[src/hdl/movdec_pkg.sv]
// ----------------------------------------------------------------------------
// movdec_pkg
// Shared codes, result type and opcode helpers for the MOV field decoder.
// ----------------------------------------------------------------------------
`default_nettype none

package movdec_pkg;

  // Instruction form codes
  localparam logic [2:0] FORM_RMREG  = 3'd0;  // 100010dw
  localparam logic [2:0] FORM_IMMRM  = 3'd1;  // 1100011w
  localparam logic [2:0] FORM_IMMREG = 3'd2;  // 1011wrrr
  localparam logic [2:0] FORM_MEMACC = 3'd3;  // 1010000w
  localparam logic [2:0] FORM_ACCMEM = 3'd4;  // 1010001w
  localparam logic [2:0] FORM_UNSUP  = 3'd5;

  // Addressing byte field masks
  localparam logic [7:0] MODRM_MOD_MASK = 8'b1100_0000;
  localparam logic [7:0] MODRM_REG_MASK = 8'b0011_1000;
  localparam logic [7:0] MODRM_RM_MASK  = 8'b0000_0111;
  localparam logic [2:0] RM_DIRECT      = 3'b110;

  localparam logic [1:0] MOD_NO_DISP = 2'b00;
  localparam logic [1:0] MOD_DISP8   = 2'b01;
  localparam logic [1:0] MOD_DISP16  = 2'b10;

  typedef struct packed {
    logic [2:0]  form;
    logic        wide_flag;
    logic        dir_flag;
    logic [1:0]  mode_bits;
    logic [2:0]  reg_bits;
    logic [2:0]  rm_bits;
    logic [15:0] displacement;
    logic [15:0] data_word;
    logic [2:0]  length_bytes;
  } movdec_res_t;

  function automatic logic [2:0] form_of(input logic [7:0] op);
    logic [2:0] f;
    if (op[7:2] == 6'b100010)       f = FORM_RMREG;
    else if (op[7:1] == 7'b1100011) f = FORM_IMMRM;
    else if (op[7:4] == 4'b1011)    f = FORM_IMMREG;
    else if (op[7:1] == 7'b1010000) f = FORM_MEMACC;
    else if (op[7:1] == 7'b1010001) f = FORM_ACCMEM;
    else                            f = FORM_UNSUP;
    return f;
  endfunction

  // Displacement byte count implied by the addressing byte
  function automatic logic [1:0] disp_len(input logic [7:0] modrm);
    logic [1:0] m;
    logic [2:0] r;
    logic [1:0] n;
    m = modrm[7:6];
    r = modrm[2:0];
    unique case (m)
      MOD_NO_DISP: n = (r == RM_DIRECT) ? 2'd2 : 2'd0;
      MOD_DISP8:   n = 2'd1;
      MOD_DISP16:  n = 2'd2;
      default:     n = 2'd0;
    endcase
    return n;
  endfunction

  // Immediate / address byte count implied by the opcode
  function automatic logic [1:0] data_len(input logic [7:0] op);
    logic [1:0] n;
    unique case (form_of(op))
      FORM_IMMRM:               n = op[0] ? 2'd2 : 2'd1;
      FORM_IMMREG:              n = op[3] ? 2'd2 : 2'd1;
      FORM_MEMACC, FORM_ACCMEM: n = 2'd2;
      default:                  n = 2'd0;
    endcase
    return n;
  endfunction

endpackage

`default_nettype wire

[src/hdl/movdec_fmt.sv]
// ----------------------------------------------------------------------------
// movdec_fmt
// Builds one decoded result from the latched instruction bytes.
// ----------------------------------------------------------------------------
`default_nettype none

module movdec_fmt
  import movdec_pkg::*;
(
  input  wire logic [7:0]  opcode,
  input  wire logic [7:0]  modrm,
  input  wire logic [15:0] disp,
  input  wire logic [15:0] data,
  input  wire logic [2:0]  count,
  output movdec_res_t      res
);

  logic [2:0] f;

  assign f = form_of(opcode);

  // Fields that do not apply to a form stay zero
  always_comb begin
    res              = '0;
    res.form         = f;
    res.length_bytes = count;
    unique case (f)
      FORM_RMREG, FORM_IMMRM: begin
        res.wide_flag    = opcode[0];
        res.mode_bits    = 2'((modrm & MODRM_MOD_MASK) >> 6);
        res.reg_bits     = 3'((modrm & MODRM_REG_MASK) >> 3);
        res.rm_bits      = 3'(modrm & MODRM_RM_MASK);
        res.displacement = disp;
        if (f == FORM_RMREG) begin
          res.dir_flag = opcode[1];
        end else begin
          res.data_word = data;
        end
      end
      FORM_IMMREG: begin
        res.wide_flag = opcode[3];
        res.reg_bits  = opcode[2:0];
        res.data_word = data;
      end
      FORM_MEMACC, FORM_ACCMEM: begin
        res.wide_flag = opcode[0];
        res.data_word = data;
      end
      default: ;
    endcase
  end

endmodule

`default_nettype wire

[src/hdl/mov_instruction_field_decoder.sv]
// ----------------------------------------------------------------------------
// mov_instruction_field_decoder
// Byte-serial decoder for the 16-bit x86 MOV encodings without segment regs.
// ----------------------------------------------------------------------------
// One code byte is taken per item; a result item comes out on the cycle after
// the last byte of an instruction arrives, one per instruction, and a
// non-MOV opcode yields an unsupported result right away (length 1). The
// block sustains one item per clock: each byte only updates the phase and
// the byte latches, and the result goes into an output register, so a new
// byte is taken whenever that register is empty or being drained in the same
// cycle. in_ready drops only while a result waits on a low out_ready.
// Bytes per instruction: 1 to 6 (opcode, addressing byte, 0-2 displacement
// bytes, 0-2 immediate/address bytes, little-endian). One-byte displacement
// and one-byte immediate are zero-extended.
// ----------------------------------------------------------------------------
`default_nettype none

module mov_instruction_field_decoder
  import movdec_pkg::*;
(
  input  wire logic        clk,
  input  wire logic        rst_n,
  // byte stream in
  input  wire logic        in_valid,
  output      logic        in_ready,
  input  wire logic [7:0]  in_code_byte,
  // decoded instruction out
  output      logic        out_valid,
  input  wire logic        out_ready,
  output      logic [2:0]  out_form,
  output      logic        out_wide_flag,
  output      logic        out_dir_flag,
  output      logic [1:0]  out_mode_bits,
  output      logic [2:0]  out_reg_bits,
  output      logic [2:0]  out_rm_bits,
  output      logic [15:0] out_displacement,
  output      logic [15:0] out_data_word,
  output      logic [2:0]  out_length_bytes
);

  // Phase codes
  localparam logic [2:0] PH_OPCODE  = 3'd0;
  localparam logic [2:0] PH_MODRM   = 3'd1;
  localparam logic [2:0] PH_DISP_LO = 3'd2;
  localparam logic [2:0] PH_DISP_HI = 3'd3;
  localparam logic [2:0] PH_DATA_LO = 3'd4;
  localparam logic [2:0] PH_DATA_HI = 3'd5;

  logic [2:0]  phase_r,  phase_nxt;
  logic [7:0]  opcode_r, opcode_nxt;
  logic [7:0]  modrm_r,  modrm_nxt;
  logic [15:0] disp_r,   disp_nxt;
  logic [15:0] data_r,   data_nxt;
  logic [2:0]  count_r,  count_nxt;

  logic        out_valid_r, out_valid_nxt;
  movdec_res_t res_r;
  movdec_res_t res_nxt;

  logic        in_acc;
  logic        emit;      // this byte completes an instruction
  logic [2:0]  f_in;
  logic [2:0]  count_inc;

  assign in_ready  = !out_valid_r || out_ready;
  assign in_acc    = in_valid && in_ready;
  assign f_in      = form_of(in_code_byte);
  assign count_inc = count_r + 3'd1;

  // Next phase and latch values for an accepted byte
  always_comb begin
    phase_nxt  = phase_r;
    opcode_nxt = opcode_r;
    modrm_nxt  = modrm_r;
    disp_nxt   = disp_r;
    data_nxt   = data_r;
    count_nxt  = count_r;
    emit       = 1'b0;
    unique case (phase_r)
      PH_MODRM: begin
        modrm_nxt = in_code_byte;
        count_nxt = count_inc;
        if (disp_len(in_code_byte) != 2'd0) begin
          phase_nxt = PH_DISP_LO;
        end else if (data_len(opcode_r) != 2'd0) begin
          phase_nxt = PH_DATA_LO;
        end else begin
          emit = 1'b1;
        end
      end
      PH_DISP_LO: begin
        disp_nxt  = {8'h00, in_code_byte};
        count_nxt = count_inc;
        if (disp_len(modrm_r) == 2'd2) begin
          phase_nxt = PH_DISP_HI;
        end else if (data_len(opcode_r) != 2'd0) begin
          phase_nxt = PH_DATA_LO;
        end else begin
          emit = 1'b1;
        end
      end
      PH_DISP_HI: begin
        disp_nxt  = {in_code_byte, disp_r[7:0]};
        count_nxt = count_inc;
        if (data_len(opcode_r) != 2'd0) begin
          phase_nxt = PH_DATA_LO;
        end else begin
          emit = 1'b1;
        end
      end
      PH_DATA_LO: begin
        data_nxt  = {8'h00, in_code_byte};
        count_nxt = count_inc;
        if (data_len(opcode_r) == 2'd2) begin
          phase_nxt = PH_DATA_HI;
        end else begin
          emit = 1'b1;
        end
      end
      PH_DATA_HI: begin
        data_nxt  = {in_code_byte, data_r[7:0]};
        count_nxt = count_inc;
        emit      = 1'b1;
      end
      default: begin
        // opcode byte (unused codes land here too)
        opcode_nxt = in_code_byte;
        modrm_nxt  = '0;
        disp_nxt   = '0;
        data_nxt   = '0;
        count_nxt  = 3'd1;
        if (f_in == FORM_UNSUP) begin
          emit = 1'b1;
        end else if (f_in == FORM_RMREG || f_in == FORM_IMMRM) begin
          phase_nxt = PH_MODRM;
        end else begin
          phase_nxt = PH_DATA_LO;
        end
      end
    endcase
    if (emit) begin
      phase_nxt = PH_OPCODE;
    end
  end

  // Result fields are formed from the post-update latches
  movdec_fmt u_fmt (
    .opcode (opcode_nxt),
    .modrm  (modrm_nxt),
    .disp   (disp_nxt),
    .data   (data_nxt),
    .count  (count_nxt),
    .res    (res_nxt)
  );

  always_comb begin
    out_valid_nxt = out_valid_r;
    if (out_valid_r && out_ready) begin
      out_valid_nxt = 1'b0;
    end
    if (in_acc && emit) begin
      out_valid_nxt = 1'b1;
    end
  end

  always_ff @(posedge clk) begin
    if (!rst_n) begin
      phase_r     <= PH_OPCODE;
      opcode_r    <= '0;
      modrm_r     <= '0;
      disp_r      <= '0;
      data_r      <= '0;
      count_r     <= '0;
      out_valid_r <= 1'b0;
    end else begin
      out_valid_r <= out_valid_nxt;
      if (in_acc) begin
        phase_r  <= phase_nxt;
        opcode_r <= opcode_nxt;
        modrm_r  <= modrm_nxt;
        disp_r   <= disp_nxt;
        data_r   <= data_nxt;
        count_r  <= count_nxt;
      end
    end
  end

  // result payload, no reset
  always_ff @(posedge clk) begin
    if (in_acc && emit) begin
      res_r <= res_nxt;
    end
  end

  assign out_valid        = out_valid_r;
  assign out_form         = res_r.form;
  assign out_wide_flag    = res_r.wide_flag;
  assign out_dir_flag     = res_r.dir_flag;
  assign out_mode_bits    = res_r.mode_bits;
  assign out_reg_bits     = res_r.reg_bits;
  assign out_rm_bits      = res_r.rm_bits;
  assign out_displacement = res_r.displacement;
  assign out_data_word    = res_r.data_word;
  assign out_length_bytes = res_r.length_bytes;

  // ---------------------------------------------------------------------
  // Assertions
  // ---------------------------------------------------------------------
  a_len_range: assert property (@(posedge clk) disable iff (!rst_n)
    out_valid_r |-> (res_r.length_bytes >= 3'd1 && res_r.length_bytes <= 3'd6))
    else $error("result length out of range");

  a_unsup_len: assert property (@(posedge clk) disable iff (!rst_n)
    (out_valid_r && res_r.form == FORM_UNSUP) |-> (res_r.length_bytes == 3'd1))
    else $error("unsupported opcode must take one byte");

  a_emit_phase: assert property (@(posedge clk) disable iff (!rst_n)
    (in_acc && emit) |=> (phase_r == PH_OPCODE && out_valid_r))
    else $error("completed instruction did not return to opcode phase");

  a_opcode_count: assert property (@(posedge clk) disable iff (!rst_n)
    (in_acc && phase_r == PH_OPCODE) |=> (count_r == 3'd1))
    else $error("byte count not restarted on opcode");

  a_no_drop: assert property (@(posedge clk) disable iff (!rst_n)
    (out_valid_r && !out_ready) |-> !in_ready)
    else $error("input taken while result stalled");

endmodule

`default_nettype wire
[config.mk]
export PLATFORM = sky130hd
export DESIGN_NAME = mov_instruction_field_decoder
export DESIGN_NICKNAME = d
export VERILOG_FILES = /design/src/hdl/movdec_pkg.sv /design/src/hdl/movdec_fmt.sv /design/src/hdl/mov_instruction_field_decoder.sv
export SDC_FILE = /design/constraint.sdc
export NUM_CORES = 1
export LEC_CHECK = 0
export ABC_AREA = 1
export BUFFER_PORTS_ARGS = -buffer_cell sky130_fd_sc_hd__buf_4
export CORE_MARGIN = 10
export CORE_UTILIZATION = 50
export CTS_CLUSTER_SIZE = 12
export DETAILED_ROUTE_END_ITERATION = 8
export PLACE_DENSITY = 0.66
export SYNTH_ARGS = -nofsm -noshare
export SYNTH_HDL_FRONTEND = slang
export SYNTH_SLANG_ARGS = --single-unit
[constraint.sdc]
create_clock -name clk -period 6.84 [get_ports clk]
set_input_delay 1.71 -clock clk [delete_from_list [all_inputs] [get_ports clk]]
set_output_delay 1.71 -clock clk [all_outputs]
set_load 0.005 [all_outputs]
==> results of run 1 <==
flip-flops by register name, summed over array words and instances, names as in the netlist, 8 cells and up:
| name | flops |
|---|---|
| out_displacement | 16 |
| disp_r | 16 |
| modrm_r | 8 |
| data_r | 16 |
| opcode_r | 8 |
| out_data_word | 16 |
cell usage after synthesis, types with 6 or more instances:
master	n	area, sq um
a21oi_1	51	255
a32oi_1	8	70.1
clkbuf_1	14	52.6
dfxtp_1	55	1100
edfxtp_1	48	1440
inv_1	126	473
inv_2	8	30.0
nand2_1	64	240
nand2_2	6	37.5
nand3_1	17	85.1
nor2_1	44	165
nor2_4	21	236
o211ai_1	8	60.1
o21ai_0	49	245
o22ai_1	34	213
kinds of logic (layout without fill, tap and decap cells):
family	after synthesis	after routing	synth area share
buffers and inverters	162	215	0.130
AO/OA/AOI/OAI	160	160	0.187
AND/OR/NAND/NOR	161	161	0.168
adder cells (fa/ha/maj)	3	3	0.00749
flip-flops	103	103	0.507
stage by stage:
stage / util / setup slack [ns]
finish: 0.582 / 2.33
global route: 0.582 / 2.00
CTS: 0.582 / 2.38
detailed placement: 0.563 / 1.98
global placement: 0.563 / 2.16
floorplan: - / 2.95
worst max-delay path: cells and delay by family:
kind,cells,cell delay (ns)
buf+inv,5,2.00
simple gates,3,0.69
power breakdown:
group,total [W],switching (W),internal (W)
clock network,0.000354,0.000208,0.000146
registers,0.000856,0.0000456,0.000811
logic,0.000861,0.000589,0.000272
total,0.00207,0.000843,0.00123
path summary, 6_finish.rpt:
path / startpoint / to / slack, ns / cells after the start
setup / recovery: out_ready / out_mode_bits[0] / 2.33 / 8
hold / removal: count_r[2] / count_r[2] / 0.50 / 2
setup reg to reg: out_valid / out_mode_bits[0] / 3.48 / 6
hold reg to reg: count_r[2] / count_r[2] / 0.50 / 2
final cells by class:
cell class | count | area, sq um | area share
sequential | 103 | 2540 | 0.447
multi-input combinational | 324 | 1820 | 0.319
inverter | 137 | 514 | 0.0904
timing repair buffer | 62 | 465 | 0.0818
tap | 133 | 166 | 0.0292
clock buffer | 11 | 141 | 0.0248
clock inverter | 5 | 42.5 | 0.00748
metal layers:
metal,up-vias,track usage
met4,0,0.0422
met5,-,0
met1,1886,0.203
li1,2021,-
met3,17,0.0427
met2,103,0.250
==> run metrics, run 1 <==
clock-pin slew on the worst setup and hold paths=around 0.10 ns; CTS root buf=clkbuf_8; average wire per standard cell=around 15 microns; CP Cell Sequence=buf_4, inv_1, nand2_1, nand2_1, buf_4, clkinv_1, nand2_1, inv_2; ratio of cells with drive above 1 in the final layout=0.195; Distinct cells, synth=32; crit start category=input pin; Hold Buf Count CTS=0; hold slack=0.501 ns; IO Port Bufs=about 60; Slew @ Worst Pin=roughly 1.0 ns; Worst setup EP type=flop; Max clock buf depth=2; Layout Cells excl Fill=775; Post-CTS Setup Bufs=0; Max Freq=between 0.2 and 0.25 GHz; Synth Flop Type=dfxtp_1; max incr delay on CP=0.88 ns; min Tclk post-route=roughly 4.5 ns; WL final=about 11,000 microns; RSZ-0062 raised after global routing=no; Die W=about 120 microns; most frequent cells in the layout=inv_1, nand2_1, buf_4; vias=around 4,000; filler cell count=around 900; ant diodes=0; GRT overflow=0; Hold Fails Final Rpt=0; top routing layer in use=met4; site row count=36; die footprint=approximately 14,000 sq um; DIE HEIGHT=between 100 and 150 microns; CTS resizes=0; # IOs=slightly above 60; Post-synth EDFFs=48; first-pass GRT wire length=between 15,000 and 20,000 microns; crit share post-route=0.660; DRC viols=0; final instance area=5690 sq um; later-pin clock latency in the skew report=0.36 ns; largest net degree at the start of global routing=70; Power Dens Cells=roughly 360 nW/um^2; DRT met1 WL=around 5200 microns; Critical Path Slowest Stage Cell=clkinv_1; leak pwr=roughly 2.4 nW; Yosys reg bits=slightly above 100; Final GP Congestion=0.901; initial antenna violation count=0; Critical Path Fanout Max=69; Worst path most repeated cell=nand2_1; Final Power=approximately 0.0021 W; arrival time worst endpoint=around 4.5 ns; Max Cap Viol=0; CTS tree=built; final antenna-violating net count=0; Synth Cell Area=between 5000 and 6000 sq um; met3 WL=703 microns; Setup CP Type=input pin to flop; Final setup viols=0; DP Cell Count=759; CTS HTree Levels=3; drt first pass iters=7; metal2 WL=between 5000 and 6000 microns; YS warnings=0; 1st-iter DRT viols=between 300 and 400; leading cell type in the layout, fill and taps excluded=inv_1; ys async rst share=0; Post-DP HPWL=slightly below 8000 microns; Slew Limit Headroom=0.324; max-slew violation count=0; Starting Density=0.513; Synth Area per Inst=between 8 and 9 sq um; outcome=finished clean; total track usage=0.156; nets@finish=652; CTS Buf Count=9; worst hold-check path type=flop to flop; Area growth syn-to-layout=13.5%; Mapped Cells=589; sequential area share after synthesis=0.507; core area=~10000 sq um; CP Data Required Time=slightly below 7 ns; Peak VDD IR=0.000154 V; Clock Skews=approximately 0.014 ns; post-route setup TNS=0 ns; Placement Cell Area=between 5000 and 6000 sq um; vias per cell=between 5 and 6; vias in the first global route=~3,700; Clock Sinks=between 100 and 150; Syn Nets=604
(Power assumes the default switching activity.)
==> run 2, diff against run 1 <==
==> constraint.sdc (replaced) <==
create_clock -name clk -period 4.17 [get_ports clk]
set_input_delay 1.0425 -clock clk [delete_from_list [all_inputs] [get_ports clk]]
set_output_delay 1.0425 -clock clk [all_outputs]
set_load 0.005 [all_outputs]
==> run 2 against run 1 <==
Against the previous run: largest power group unchanged; sequential share of layout area shrank 0.64 points; die area is the same; highest routed layer unchanged; register-to-register slack lost 2.5 ns; critical path type is now flop to flop; worst setup slack lost 1.3 ns; combinational power grew 66%; critical endpoint is now out_wide_flag; clock-buffer cell count shrank 2.
==> run metrics, run 2 (synthesized netlist as in run 1, its figures left out) <==
vias=4,075 (was 4,027); Final setup viols=0 (unchanged); Slew Limit Headroom=0.326 (was 0.324); vias per cell=5.24 (was 5.20); Worst setup EP type=flop (unchanged); Clock Skews=0.0164 ns (was 0.0145 ns); max-slew violation count=0 (unchanged); DIE HEIGHT=120 microns (unchanged); Hold Buf Count CTS=0 (unchanged); Max Cap Viol=0 (unchanged); CTS Buf Count=9 (unchanged); Area growth syn-to-layout=15.2% (was 13.5%); total track usage=0.159 (was 0.156); leading cell type in the layout, fill and taps excluded=inv_1 (unchanged); later-pin clock latency in the skew report=0.37 ns (was 0.36 ns); crit share post-route=0.761; Post-CTS Setup Bufs=0 (unchanged); Slew @ Worst Pin=1.01 ns (about the same); most frequent cells in the layout=inv_1, buf_4, nand2_1 (was inv_1, nand2_1, buf_4); ant diodes=0 (unchanged); CTS HTree Levels=3 (unchanged); final antenna-violating net count=0 (unchanged); Max clock buf depth=2 (unchanged); # IOs=62 (unchanged); core area=9770 sq um (unchanged); Post-DP HPWL=8190 microns (was 7930 microns); CTS root buf=clkbuf_8 (unchanged); post-route setup TNS=0 ns (unchanged); IO Port Bufs=61 (unchanged); hold slack=0.500 ns (was 0.501 ns); Critical Path Fanout Max=48 (was 69); first-pass GRT wire length=18,900 microns (was 18,500 microns); outcome=finished clean (unchanged); Setup CP Type=flop to flop (was input pin to flop); Die W=120 microns (unchanged); CTS tree=built (unchanged); CP Cell Sequence=inv_2, ha_1, nand2_2, inv_1, nand4_1, nand2_1, nand2_1, inv_2 (was buf_4, inv_1, nand2_1, nand2_1, buf_4, clkinv_1, nand2_1, inv_2); max incr delay on CP=0.77 ns (was 0.88 ns); average wire per standard cell=14.9 microns (was 14.6 microns); vias in the first global route=3,878 (was 3,681); Final GP Congestion=0.892 (was 0.901); worst hold-check path type=flop to flop (unchanged); WL final=11,600 microns (was 11,300 microns); nets@finish=655 (was 652); CP Data Required Time=4.16 ns (was 6.79 ns); Starting Density=0.513 (unchanged); Clock Sinks=103 (unchanged); die footprint=14,400 sq um (unchanged); Final Util=0.591 (was 0.582); GRT overflow=0 (unchanged); Hold Fails Final Rpt=0 (unchanged); Max Freq=~0.32 GHz; 1st-iter DRT viols=284 (was 322); drt first pass iters=5 (was 7); leak pwr=2.46 nW (was 2.41 nW); ratio of cells with drive above 1 in the final layout=0.200 (was 0.195); min Tclk post-route=3.17 ns; Peak VDD IR=0.000252 V (was 0.000154 V); largest net degree at the start of global routing=69 (was 70); arrival time worst endpoint=3.16 ns (was 4.46 ns); Power Dens Cells=622 nW/um^2 (was 364 nW/um^2); initial antenna violation count=0 (unchanged); site row count=36 (unchanged); DRC viols=0 (unchanged); CTS resizes=0 (unchanged); RSZ-0062 raised after global routing=no (unchanged); crit start category=flop (was input pin); clock-pin slew on the worst setup and hold paths=0.10 ns (about the same); Critical Path Slowest Stage Cell=inv_2 (was clkinv_1)
[run 2: cell types whose count changed in the layout (fill, tap and decap cells not counted), sizes merged]
cell	previous run	this run
clkinvlp	3	0
clkinv	4	6
clkbuf	11	9
buf	62	65
bufinv	0	3
[run 2: worst paths after layout]
path              startpoint             to  slack (ns)  depth (start not counted)
setup / recovery  phase_r[1]  out_wide_flag         1.0                          8
hold / removal    count_r[2]     count_r[2]        0.50                          2
setup reg to reg  phase_r[1]  out_wide_flag         1.0                          8
hold reg to reg   count_r[2]     count_r[2]        0.50                          2
[run 2: stage by stage]
stage	total power, W	instances	instance area [sq um]	worst slack (ns)
after floorplan	0.00243	589	5010	0.948
after global placement	0.00285	762	5530	0.821
after detailed placement	0.00286	762	5530	0.729
after CTS	0.00361	778	5770	0.984
after global routing	0.00383	778	5770	0.675
final	0.00359	778	5770	0.998
[run 2: critical path: cells and delay by family, from the launching register on]
kind / cells / cell delay, ns
flip-flops: 1 / 0.41
adder cells (fa/ha/maj): 1 / 0.48
buffers and inverters: 3 / 1.07
AND/OR/NAND/NOR: 4 / 0.78
[run 2: cell type report]
class / count / area, sq um
Inverter: 137 / 514
Sequential cell: 103 / 2540
Multi-Input combinational cell: 324 / 1820
Clock inverter: 7 / 120
Tap cell: 133 / 166
Clock buffer: 9 / 124
Fill cell: 894 / 4000
Timing Repair Buffer: 65 / 488
[run 2: routing by layer]
layer | global-route usage | share of wire | vias up
li1 | - | - | 2026
met4 | 0.0505 | 0.015 | 0
met1 | 0.196 | 0.43 | 1902
met2 | 0.265 | 0.48 | 131
met5 | 0 | 0 | -
met3 | 0.0450 | 0.075 | 16
[run 2: power breakdown]
part	internal (W)	switching (W)
Sequential	0.00133	0.0000801
Clock	0.000402	0.000351
Combinational	0.000449	0.000978
